`config.mk`:
```
export PLATFORM = sky130hd
export DESIGN_NAME = pbnc_blend
export DESIGN_NICKNAME = d
export VERILOG_FILES = /design/src/rtl/pbnc_pkg.sv /design/src/rtl/pbnc_blend.sv
export SDC_FILE = /design/constraint.sdc
export NUM_CORES = 1
export LEC_CHECK = 0
export ABC_AREA = 1
export BUFFER_PORTS_ARGS = -buffer_cell sky130_fd_sc_hd__buf_2
export CAP_MARGIN = 20
export CORE_AREA = 2 2 122 124
export DETAILED_ROUTE_END_ITERATION = 7
export DIE_AREA = 0 0 124 126
export GPL_TIMING_DRIVEN = 1
export PLACE_DENSITY = 0.91
export SYNTH_ARGS = -nofsm -noshare
export SYNTH_HDL_FRONTEND = slang
export SYNTH_SLANG_ARGS = --single-unit
```
`constraint.sdc`:
```
create_clock -name vclk -period 14.3
set_input_delay 4.29 -clock vclk [all_inputs]
set_output_delay 4.29 -clock vclk [all_outputs]
set_load 0.005 [all_outputs]
```
`src/rtl/pbnc_pkg.sv`:
```
// ----------------------------------------------------------------------------
// pbnc_pkg
// Shared types and constants of the palette blend and nearest colour block.
// ----------------------------------------------------------------------------
package pbnc_pkg;

	localparam int CH_W   = 8;
	localparam int IDX_W  = 8;
	localparam int WGT_W  = 16;
	localparam int SQ_W   = 2 * CH_W;
	localparam int PROD_W = SQ_W + WGT_W;
	localparam int DIST_W = PROD_W + 2;

	typedef struct packed {
		logic [CH_W-1:0] r;
		logic [CH_W-1:0] g;
		logic [CH_W-1:0] b;
	} rgb_t;

	typedef enum logic [3:0] {
		BM_ADDSAT  = 4'd0,
		BM_SUBSAT  = 4'd1,
		BM_AND     = 4'd2,
		BM_OR      = 4'd3,
		BM_XOR     = 4'd4,
		BM_ABSDIFF = 4'd5,
		BM_MAX     = 4'd6,
		BM_MIN     = 4'd7,
		BM_FADEOUT = 4'd8,
		BM_FADEIN  = 4'd9,
		BM_INC     = 4'd10,
		BM_DEC     = 4'd11
	} blend_mode_t;

	typedef enum logic [1:0] {
		OP_WRITE = 2'd0,
		OP_BLEND = 2'd1,
		OP_QUANT = 2'd2
	} op_t;

	typedef enum logic [2:0] {
		ST_IDLE,
		ST_RD_A,
		ST_RD_B,
		ST_MIX,
		ST_SCAN,
		ST_WAIT
	} state_t;

	localparam logic [1:0] REG_BLEND_MODE   = 2'd0;
	localparam logic [1:0] REG_WEIGHT_RED   = 2'd1;
	localparam logic [1:0] REG_WEIGHT_GREEN = 2'd2;
	localparam logic [1:0] REG_WEIGHT_BLUE  = 2'd3;

	localparam logic [WGT_W-1:0] WEIGHT_RED_RST   = 16'd19461;
	localparam logic [WGT_W-1:0] WEIGHT_GREEN_RST = 16'd38444;
	localparam logic [WGT_W-1:0] WEIGHT_BLUE_RST  = 16'd7500;

	// tag that travels with each palette read through the distance pipe
	typedef struct packed {
		logic             valid;
		logic             last;
		logic [IDX_W-1:0] index;
	} scan_tag_t;

endpackage

```
`src/rtl/pbnc_blend.sv`:
```
// ----------------------------------------------------------------------------
// pbnc_blend
// Per-channel colour blend of two palette colours in the configured mode.
// ----------------------------------------------------------------------------
module pbnc_blend
	import pbnc_pkg::*;
(
	input  blend_mode_t     mode,
	input  rgb_t            col_a,
	input  rgb_t            col_b,
	input  logic [CH_W-1:0] amount,
	output rgb_t            mixed
);

	function automatic logic [CH_W-1:0] mix_chan(input blend_mode_t m,
		input logic [CH_W-1:0] a, input logic [CH_W-1:0] b,
		input logic [CH_W-1:0] o);
		logic [CH_W:0]   sum;
		logic [CH_W-1:0] off;
		logic [CH_W-1:0] fade;
		logic [CH_W-1:0] res;
		sum = {1'b0, a} + {1'b0, b};
		off = (m == BM_FADEIN) ? ~o : o;
		fade = (a > off) ? a - off : '0;
		case (m)
			BM_ADDSAT:  res = sum[CH_W] ? '1 : sum[CH_W-1:0];
			BM_SUBSAT:  res = (a > b) ? a - b : '0;
			BM_AND:     res = a & b;
			BM_OR:      res = a | b;
			BM_XOR:     res = a ^ b;
			BM_ABSDIFF: res = (a > b) ? a - b : b - a;
			BM_MAX:     res = (a > b) ? a : b;
			BM_MIN:     res = (a < b) ? a : b;
			BM_FADEOUT: res = (fade > b) ? fade : b;
			BM_FADEIN:  res = (fade > b) ? fade : b;
			BM_INC:     res = (a == '1) ? a : a + 1'b1;
			BM_DEC:     res = (a == '0) ? a : a - 1'b1;
			default:    res = a;
		endcase
		return res;
	endfunction

	always_comb begin
		mixed.r = mix_chan(mode, col_a.r, col_b.r, amount);
		mixed.g = mix_chan(mode, col_a.g, col_b.g, amount);
		mixed.b = mix_chan(mode, col_a.b, col_b.b, amount);
	end

endmodule

```
==> results.py <==
metrics = {
    "placement": {
        "dp_hpwl_um": 26330,
        "gp_congestion": 1.067,
        "port-buffer-count": 84,
        "placed_cell_area_um2": 9629,
    },
    "grt": {
        "first_global_vias": 10425,
        "grt_busiest_layer": "met2",
        "grtUsageTotal_pct": 42.97,
        "grt_pass1_wl_um": 53610,
        "use_met3_pct": 11.46,
        "grt-ovfl-total": 0,
        "grt_max_degree": 35,
        "grtUsageMet1_pct": 59.74,
        "grt_util_met2_pct": 63.35,
        "antenna_found_initial": 0,
    },
    "synth": {
        "yosysSeqAreaShare_pct": 0,
        "synth_xor_area_share_pct": 6.761,
        "synth_top_family_by_area": "simple AND/OR/NAND/NOR gates",
        "synth_top_area_share_pct": 20.00,
        "synth_compound_area_share_pct": 22.57,
        "synth_largest_area_cell": "ha_1",
        "syn_nets": 1882,
        "synthMuxAreaShare_pct": 0,
        "synth_fa_ha_area_share_pct": 21.96,
        "yosys.area_share.simple_pct": 36.29,
        "yosysUniqueCellTypes": 47,
        "yosysWarningCount": 0,
        "syn_avg_cell_area_um2": 5.521,
        "synth_area_leaders": "ha_1, nand2_1, a21oi_1",
        "syn_area_um2": 9198,
        "postSynthCellCount": 1666,
    },
    "cts": {
        "cts_hold_buf": 0,
        "cts_resized": 0,
        "cts_setup_buffers": 0,
    },
    "setup_path": {
        "endpoint_kind": "output port",
        "crit_family": "simple AND/OR/NAND/NOR gates",
        "critPathMaxFanout": 11,
        "crit_type": "in2out",
        "start_kind": "input pin",
        "crit_top_cell": "nand2_1",
        "worst-path-buf-inv": 8,
        "arrival_ns": 8.64,
        "slowest_stage": "a32oi_1",
        "path_depth": 27,
        "crit_required_ns": 10.01,
        "critPathMaxStageDelay_ns": 0.48,
    },
    "cells_and_area": {
        "filler_cell_count": 1393,
        "final_nets": 1918,
        "register_area_um2": 0,
        "drive_above_1_share_pct": 8.882,
        "syn2layout_area_growth_pct": 4.748,
        "n_antenna_cell": 0,
        "fin_area_um2": 9634,
        "flops_and_latches": 0,
        "n_clock_buffer": 0,
    },
    "die": {
        "die_y_um": 126,
        "core_area_um2": 14310,
        "die_w_um": 124,
        "rows": 44,
        "dieArea_um2": 15620,
        "start_util_pct": 64.26,
        "ios": 84,
    },
    "job": {
        "maxCapViolCount": 0,
    },
    "sta": {
        "setup_viol": 0,
        "fin_crit_ns": 12.93,
        "slew_headroom_pct": 24.17,
        "setup_tns_ns": 0,
        "rsz0062_at_grt": "no",
        "tightest_slew_ns": 1.135,
        "hold_viol": 0,
        "fmax_ghz": 0.07737,
        "fin_crit_sh_pct": 90.39,
        "slew_viol_final": 0,
    },
    "routing": {
        "viasPerCell": 6.129,
        "vias": 11547,
        "first_pass_iters": 6,
        "dr.first_iter.drc_count": 1601,
        "avgRoutedWirePerCell_um": 18.14,
        "ant_nets": 0,
        "drc": 0,
        "wl_um": 34180,
    },
    "pwr": {
        "p_leak_nw": 5.222,
        "fin_total_pwr_mw": 0.4166,
        "power.density_nw_per_um2": 43.24,
        "ir_drop_uv": 31.11,
    },
    "min_path": {
        "worstHoldPathType": "in2out",
        "holdPathStages": 4,
    },
    "status": {
        "outcome": "complete, no violations",
    },
}
-- path summary, 6_finish.rpt --
check | end | startpoint | slack [ns]
setup / recovery | mixed[23] | mode[3] | 1.37
hold / removal | mixed[16] | col_a[16] | 9.05
-- final cells by class --
type                            count  area, um^2  area share (%)
Multi-Input combinational cell   1376        8055           83.61
Tap cell                          184       230.2           2.390
Inverter                          232       870.8           9.039
Timing Repair Buffer               92       478.0           4.961
-- cell usage after synthesis, drive strengths merged --
cell,n
o31ai,4
a31oi,11
a211oi,8
xor2,62
buf,27
o221ai,1
or2,4
nand3,134
fa,9
inv,226
o21a,1
o21bai,8
nor2,195
nand3b,2
a32oi,1
a21o,4
and2,3
o21ai,136
a21boi,3
nor4,4
ha,147
clkinv,6
clkbuf,31
o22ai,20
o211ai,15
xnor2,9
nor3,42
nand2,367
nand4,19
nor3b,1
a21oi,166
-- cell families (layout without fill, tap and decap cells) --
logic type | after synthesis | after routing
xor+xnor | 71 | 71
simple gates | 771 | 771
fa+ha+maj | 156 | 156
buf+inv | 290 | 324
compound gates | 378 | 378
-- layer usage --
metal / up-vias / part of all wire (%)
li1: 5572 / -
met1: 5036 / 41
met2: 779 / 40
met3: 158 / 14
met4: 2 / 4.9
met5: - / 0.16
-- power breakdown --
group | total, mW | switching (mW) | internal, mW
clock network | 0 | 0 | 0
logic | 0.417 | 0.282 | 0.134
registers | 0 | 0 | 0
total | 0.417 | 0.282 | 0.134
-- metrics by stage --
stage	utilization [%]	instances	worst slack, ns	hold WS [ns]
after floorplan	-	1666	2.599	8.693
after global placement	67.27	1883	1.591	9.031
after detailed placement	67.27	1883	1.425	9.043
after CTS	67.27	1883	1.426	9.044
after global routing	67.31	1884	1.140	9.086
final	67.31	1884	1.375	9.048
-- placed cells by master (no fill, tap or decap), types with 19 or more instances in the layout --
master   count
nand2_1    344
inv_1      213
nor2_1     183
a21oi_1    163
ha_1       147
nand3_1    133
o21ai_0    115
buf_2       85
xor2_1      62
nor3_1      41
o22ai_1     20
nand4_1     19
o21ai_1     19
Power figures use the tool's default switching activity.
