===== src/rtl/pbnc_pkg.sv =====
// ----------------------------------------------------------------------------
// pbnc_pkg
// Shared types and constants of the palette blend and nearest colour block.
// ----------------------------------------------------------------------------
package pbnc_pkg;

	localparam int CH_W   = 8;
	localparam int IDX_W  = 8;
	localparam int WGT_W  = 16;
	localparam int SQ_W   = 2 * CH_W;
	localparam int PROD_W = SQ_W + WGT_W;
	localparam int DIST_W = PROD_W + 2;

	typedef struct packed {
		logic [CH_W-1:0] r;
		logic [CH_W-1:0] g;
		logic [CH_W-1:0] b;
	} rgb_t;

	typedef enum logic [3:0] {
		BM_ADDSAT  = 4'd0,
		BM_SUBSAT  = 4'd1,
		BM_AND     = 4'd2,
		BM_OR      = 4'd3,
		BM_XOR     = 4'd4,
		BM_ABSDIFF = 4'd5,
		BM_MAX     = 4'd6,
		BM_MIN     = 4'd7,
		BM_FADEOUT = 4'd8,
		BM_FADEIN  = 4'd9,
		BM_INC     = 4'd10,
		BM_DEC     = 4'd11
	} blend_mode_t;

	typedef enum logic [1:0] {
		OP_WRITE = 2'd0,
		OP_BLEND = 2'd1,
		OP_QUANT = 2'd2
	} op_t;

	typedef enum logic [2:0] {
		ST_IDLE,
		ST_RD_A,
		ST_RD_B,
		ST_MIX,
		ST_SCAN,
		ST_WAIT
	} state_t;

	localparam logic [1:0] REG_BLEND_MODE   = 2'd0;
	localparam logic [1:0] REG_WEIGHT_RED   = 2'd1;
	localparam logic [1:0] REG_WEIGHT_GREEN = 2'd2;
	localparam logic [1:0] REG_WEIGHT_BLUE  = 2'd3;

	localparam logic [WGT_W-1:0] WEIGHT_RED_RST   = 16'd19461;
	localparam logic [WGT_W-1:0] WEIGHT_GREEN_RST = 16'd38444;
	localparam logic [WGT_W-1:0] WEIGHT_BLUE_RST  = 16'd7500;

	// tag that travels with each palette read through the distance pipe
	typedef struct packed {
		logic             valid;
		logic             last;
		logic [IDX_W-1:0] index;
	} scan_tag_t;

endpackage


===== src/rtl/pbnc_dist.sv =====
// ----------------------------------------------------------------------------
// pbnc_dist
// Pipelined weighted squared distance unit with running minimum search.
// ----------------------------------------------------------------------------
module pbnc_dist
	import pbnc_pkg::*;
(
	input  logic               clk,
	input  logic               arst_n,
	input  scan_tag_t          tag,
	input  rgb_t               pal,
	input  rgb_t               query,
	input  logic [WGT_W-1:0]   weight_red,
	input  logic [WGT_W-1:0]   weight_green,
	input  logic [WGT_W-1:0]   weight_blue,
	output logic               done,
	output logic [IDX_W-1:0]   best_index,
	output logic [DIST_W-1:0]  best_dist
);

	scan_tag_t         tag_s1, tag_s2, tag_s3, tag_s4;
	logic [CH_W-1:0]   dr_s1, dg_s1, db_s1;
	logic [SQ_W-1:0]   sr_s2, sg_s2, sb_s2;
	logic [PROD_W-1:0] pr_s3, pg_s3, pb_s3;
	logic [DIST_W-1:0] sum_s4;
	logic [IDX_W-1:0]  best_index_q;
	logic [DIST_W-1:0] best_dist_q;
	logic              done_q;

	function automatic logic [CH_W-1:0] abs_diff(input logic [CH_W-1:0] x,
		input logic [CH_W-1:0] y);
		return (x > y) ? x - y : y - x;
	endfunction

	always_ff @(posedge clk or negedge arst_n) begin
		if (!arst_n) begin
			tag_s1 <= '0;
			tag_s2 <= '0;
			tag_s3 <= '0;
			tag_s4 <= '0;
			done_q <= 1'b0;
		end else begin
			tag_s1 <= tag;
			tag_s2 <= tag_s1;
			tag_s3 <= tag_s2;
			tag_s4 <= tag_s3;
			done_q <= tag_s4.valid && tag_s4.last;
		end
	end

	always_ff @(posedge clk) begin
		dr_s1  <= abs_diff(pal.r, query.r);
		dg_s1  <= abs_diff(pal.g, query.g);
		db_s1  <= abs_diff(pal.b, query.b);
		sr_s2  <= SQ_W'(dr_s1) * SQ_W'(dr_s1);
		sg_s2  <= SQ_W'(dg_s1) * SQ_W'(dg_s1);
		sb_s2  <= SQ_W'(db_s1) * SQ_W'(db_s1);
		pr_s3  <= PROD_W'(sr_s2) * PROD_W'(weight_red);
		pg_s3  <= PROD_W'(sg_s2) * PROD_W'(weight_green);
		pb_s3  <= PROD_W'(sb_s2) * PROD_W'(weight_blue);
		sum_s4 <= DIST_W'(pr_s3) + DIST_W'(pg_s3) + DIST_W'(pb_s3);
	end

	// first entry always taken, later ones only when strictly closer
	always_ff @(posedge clk) begin
		if (tag_s4.valid && (tag_s4.index == '0 || sum_s4 < best_dist_q)) begin
			best_dist_q  <= sum_s4;
			best_index_q <= tag_s4.index;
		end
	end

	assign done       = done_q;
	assign best_index = best_index_q;
	assign best_dist  = best_dist_q;

endmodule


===== config.mk =====
export PLATFORM = sky130hd
export DESIGN_NAME = pbnc_dist
export DESIGN_NICKNAME = d
export VERILOG_FILES = /design/src/rtl/pbnc_pkg.sv /design/src/rtl/pbnc_dist.sv
export SDC_FILE = /design/constraint.sdc
export NUM_CORES = 2
export LEC_CHECK = 0
export ABC_AREA = 1
export BUFFER_PORTS_ARGS = -buffer_cell sky130_fd_sc_hd__buf_2
export CAP_MARGIN = 0
export CORE_ASPECT_RATIO = 0.5
export CORE_MARGIN = 3
export CORE_UTILIZATION = 59
export CTS_BUF_LIST = sky130_fd_sc_hd__clkbuf_4 sky130_fd_sc_hd__clkbuf_8 sky130_fd_sc_hd__clkbuf_16
export DETAILED_ROUTE_END_ITERATION = 10
export HOLD_SLACK_MARGIN = 0.1
export PLACE_DENSITY = 0.79
export SLEW_MARGIN = 30
export SYNTH_ARGS = -nofsm -noshare
export SYNTH_HDL_FRONTEND = slang
export SYNTH_SLANG_ARGS = --single-unit
export TNS_END_PERCENT = 1

===== constraint.sdc =====
create_clock -name clk -period 4.9 [get_ports clk]
set_input_delay 0.735 -clock clk [delete_from_list [all_inputs] [get_ports clk]]
set_output_delay 0.735 -clock clk [all_outputs]
set_load 0.02 [all_outputs]

==> results_dict.tcl <==
set metrics [dict create \
    worstReg2RegEnd "pr_s3[27]$_DFF_P_" \
    antenna_found_initial 1 \
    fin_crit_sh 1.04 \
    period_minus_slack_ps 5100 \
    clk_pin_slew_ps 80 \
    path_class "reg -> reg" \
    synth_seq_cells 282 \
    drt_pass1_iterations 6 \
    ioPinCount 151 \
    fmax_ghz 0.196 \
    clockBufferDepth 3 \
    finalHoldViolCount 0 \
    dieHeight_um 198 \
    yosys.area.top_type "fa_1" \
    min_from "tag[8]" \
    clock-skew-final_ps 14.9 \
    die-area_sq_um 77300 \
    reg2reg_slack_ps -200 \
    min_to "tag_s1[8]$_DFF_PN0_" \
    grt_max_degree 42 \
    setup_ws_ps -205 \
    cts_root_buffer "clkbuf_16" \
    cts_tree "done" \
    hold_buffers 0 \
    failed_checks "setup timing" \
    setup_viol 49 \
    nets 7265 \
    required_ps 5400 \
    routedWlPerCell_um 15.5 \
    tightest_slew_ps 859 \
    critPathMaxStageDelay_ps 560 \
    core-area_sq_um 72000 \
    path_cells "buf_4 -> buf_4 -> nand2_1 -> fa_1 -> inv_1 -> fa_1 -> fa_1 -> fa_1 -> fa_1 -> inv_1 -> fa_1 -> inv_1 -> ha_4 -> nand2_2 -> nor2_2 -> inv_1 -> nor3_2 -> nand3_1 -> nand4_1 -> nand2_1" \
    cts_made_buffers 29 \
    routabilityCongestion 0.944 \
    min_path_type "in -> reg" \
    syn_to_final_growth_pct 15.6 \
    end_kind "flip-flop" \
    vias 35800 \
    avgSynthCellArea_sq_um 7.80 \
    crit_path_frequent_cell "fa_1" \
    yosysSeqAreaShare 0.144 \
    detail_route.iter0.violations 2415 \
    maxCapViolations 0 \
    min_delay_path_depth 1 \
    grt_pass1_wl_um 180000 \
    clkLatencyLatePin_ps 610 \
    outcome "complete, but fails checks" \
    dpl_worst_slack_ps -773 \
    critPathSlowestCell "fa_1" \
    place_hpwl_um 90900 \
    start_util 0.605 \
    rr_startpoint "sr_s2[7]$_DFF_P_" \
    drc 0 \
    reg2regPathDepth 20 \
    yosys_warnings 0 \
    layout-drive-gt1-share 0.144 \
    cts_sinks 282 \
    ant_nets 0 \
    worstPathMaxFanout 4 \
    slew_headroom 0.427 \
    synth_cell_type_count 43 \
    cp.arrival_ps 5600 \
    portBuffers 150 \
    rsz0062_at_grt "yes" \
    drv_slew 0 \
    start_kind "flip-flop" \
    grt.total_usage 0.284 \
    netlist_instances 5581 \
    overflow 0 \
    drt-total-wl_um 107000 \
    htree_levels 1 \
    syn_area_sq_um 43600 \
    grt_pass1_vias 38100 \
    die_w_um 390 \
    rows 69 \
    fin_setup_tns_ps -4480 \
    diodes 0 \
    vias_per_cell 5.16 \
    synth_top_area_share 0.310 \
    ys_top_cells_by_area "fa_1 (31%), ha_1 (15%), inv_1 (13%)" \
]
## worst max-delay path: cells and delay by family, from the launching register on
kind / cells / cell delay, ps
adder cells (fa/ha/maj): 7 / 3220
buffers and inverters: 6 / 520
AND/OR/NAND/NOR: 7 / 870
flip-flops: 1 / 400
## registers in the layout, summed over array words and instances, names as in the netlist
name,cells
sb_s2,15
best_index,8
dr_s1,8
sr_s2,15
sum_s4,34
pb_s3,32
sg_s2,15
tag_s3,10
done,1
best_dist,34
tag_s1,10
pr_s3,32
dg_s1,8
db_s1,8
tag_s2,10
pg_s3,32
tag_s4,10
## cell families after synthesis
family                     count (synthesis)  synth area share
DFF                                      282             0.144
and+or+nand+nor                         1904             0.174
adders and majority gates               1197             0.460
AOI/OAI and AO/OA                        380            0.0477
buffers and inverters                   1667             0.144
xor gates and xnor gates                 149            0.0300
other                                      2          0.000172
## cell usage after synthesis (all sizes together)
| cell | n |
|---|---|
| nand2 | 1508 |
| inv | 1499 |
| fa | 675 |
| ha | 522 |
| a21oi | 205 |
| dfxtp | 199 |
| nor2 | 194 |
| clkbuf | 159 |
| xor2 | 118 |
| o21ai | 113 |
| nand3 | 109 |
| edfxtp | 42 |
| dfrtp | 41 |
| nand4 | 40 |
| nor3 | 37 |
| xnor2 | 31 |
| o21bai | 12 |
| a21o | 10 |
| o2111ai | 10 |
| buf | 9 |
| a31oi | 8 |
| o211ai | 7 |
| or2 | 6 |
| a21boi | 5 |
| and2 | 5 |
| o21a | 4 |
| a22oi | 3 |
| nand3b | 3 |
| a211oi | 2 |
| conb | 2 |
| nor4 | 2 |
| o22a | 1 |
## layout make-up
class	count	area, sq um
tap	958	1200
timing repair buffer	489	3550
sequential	282	6350
multi-input combinational	3659	32600
inverter	1499	5630
clock buffer	34	763
clock inverter	19	263
fill	5594	21700
## cells in the final DEF (no fill, tap or decap), drive strengths merged, types with 10 or more instances in the layout
cell     instances
nand4           40
xor2           118
o21bai          12
a21o            10
edfxtp          42
inv           1507
buf            489
nand3          109
nor2           194
fa             675
conb            29
nand2         1508
o21ai          113
dfrtp           41
clkbuf          34
ha             522
o2111ai         10
a21oi          205
nor3            37
xnor2           31
dfxtp          199
## how the worst max path moves through the flow
stage                           from           endpoint  slack, ps
floorplan             weight_blue[4]  pb_s3[28]$_DFF_P_       -200
global placement     weight_green[4]  pg_s3[21]$_DFF_P_       -740
detailed placement   weight_green[4]  pg_s3[21]$_DFF_P_       -770
CTS                 sr_s2[7]$_DFF_P_  pr_s3[23]$_DFF_P_       -150
global route        sr_s2[7]$_DFF_P_  pr_s3[27]$_DFF_P_       -380
finish              sr_s2[7]$_DFF_P_  pr_s3[27]$_DFF_P_       -200
## timing repair
action / CTS / global route
pin swaps: 42 / 44
resized for setup: 132 / 145
buffers inserted: 6 / 4
setup endpoints to repair: 64 / 69
## metrics by stage
stage | hold slack (ps) | cells | instance area (sq um) | utilization
after detailed placement | 335 | 6878 | 48200 | 0.670
after CTS | 188 | 6936 | 49700 | 0.691
after global placement | 332 | 6877 | 48200 | 0.669
after floorplan | 329 | 5608 | 44400 | -
after global routing | 209 | 6940 | 50300 | 0.699
final | 230 | 6940 | 50300 | 0.699
## layer usage
metal  up-vias  GRT usage  wire, um
li1      17100          -         -
met1     17400      0.371     45000
met2      1124      0.510     53500
met3       219     0.0311      6240
met4         0     0.0646      2570
met5         -          0         0
Power is not shown: default switching activity piles up to over one toggle a cycle in this logic, so the estimate is an artifact.
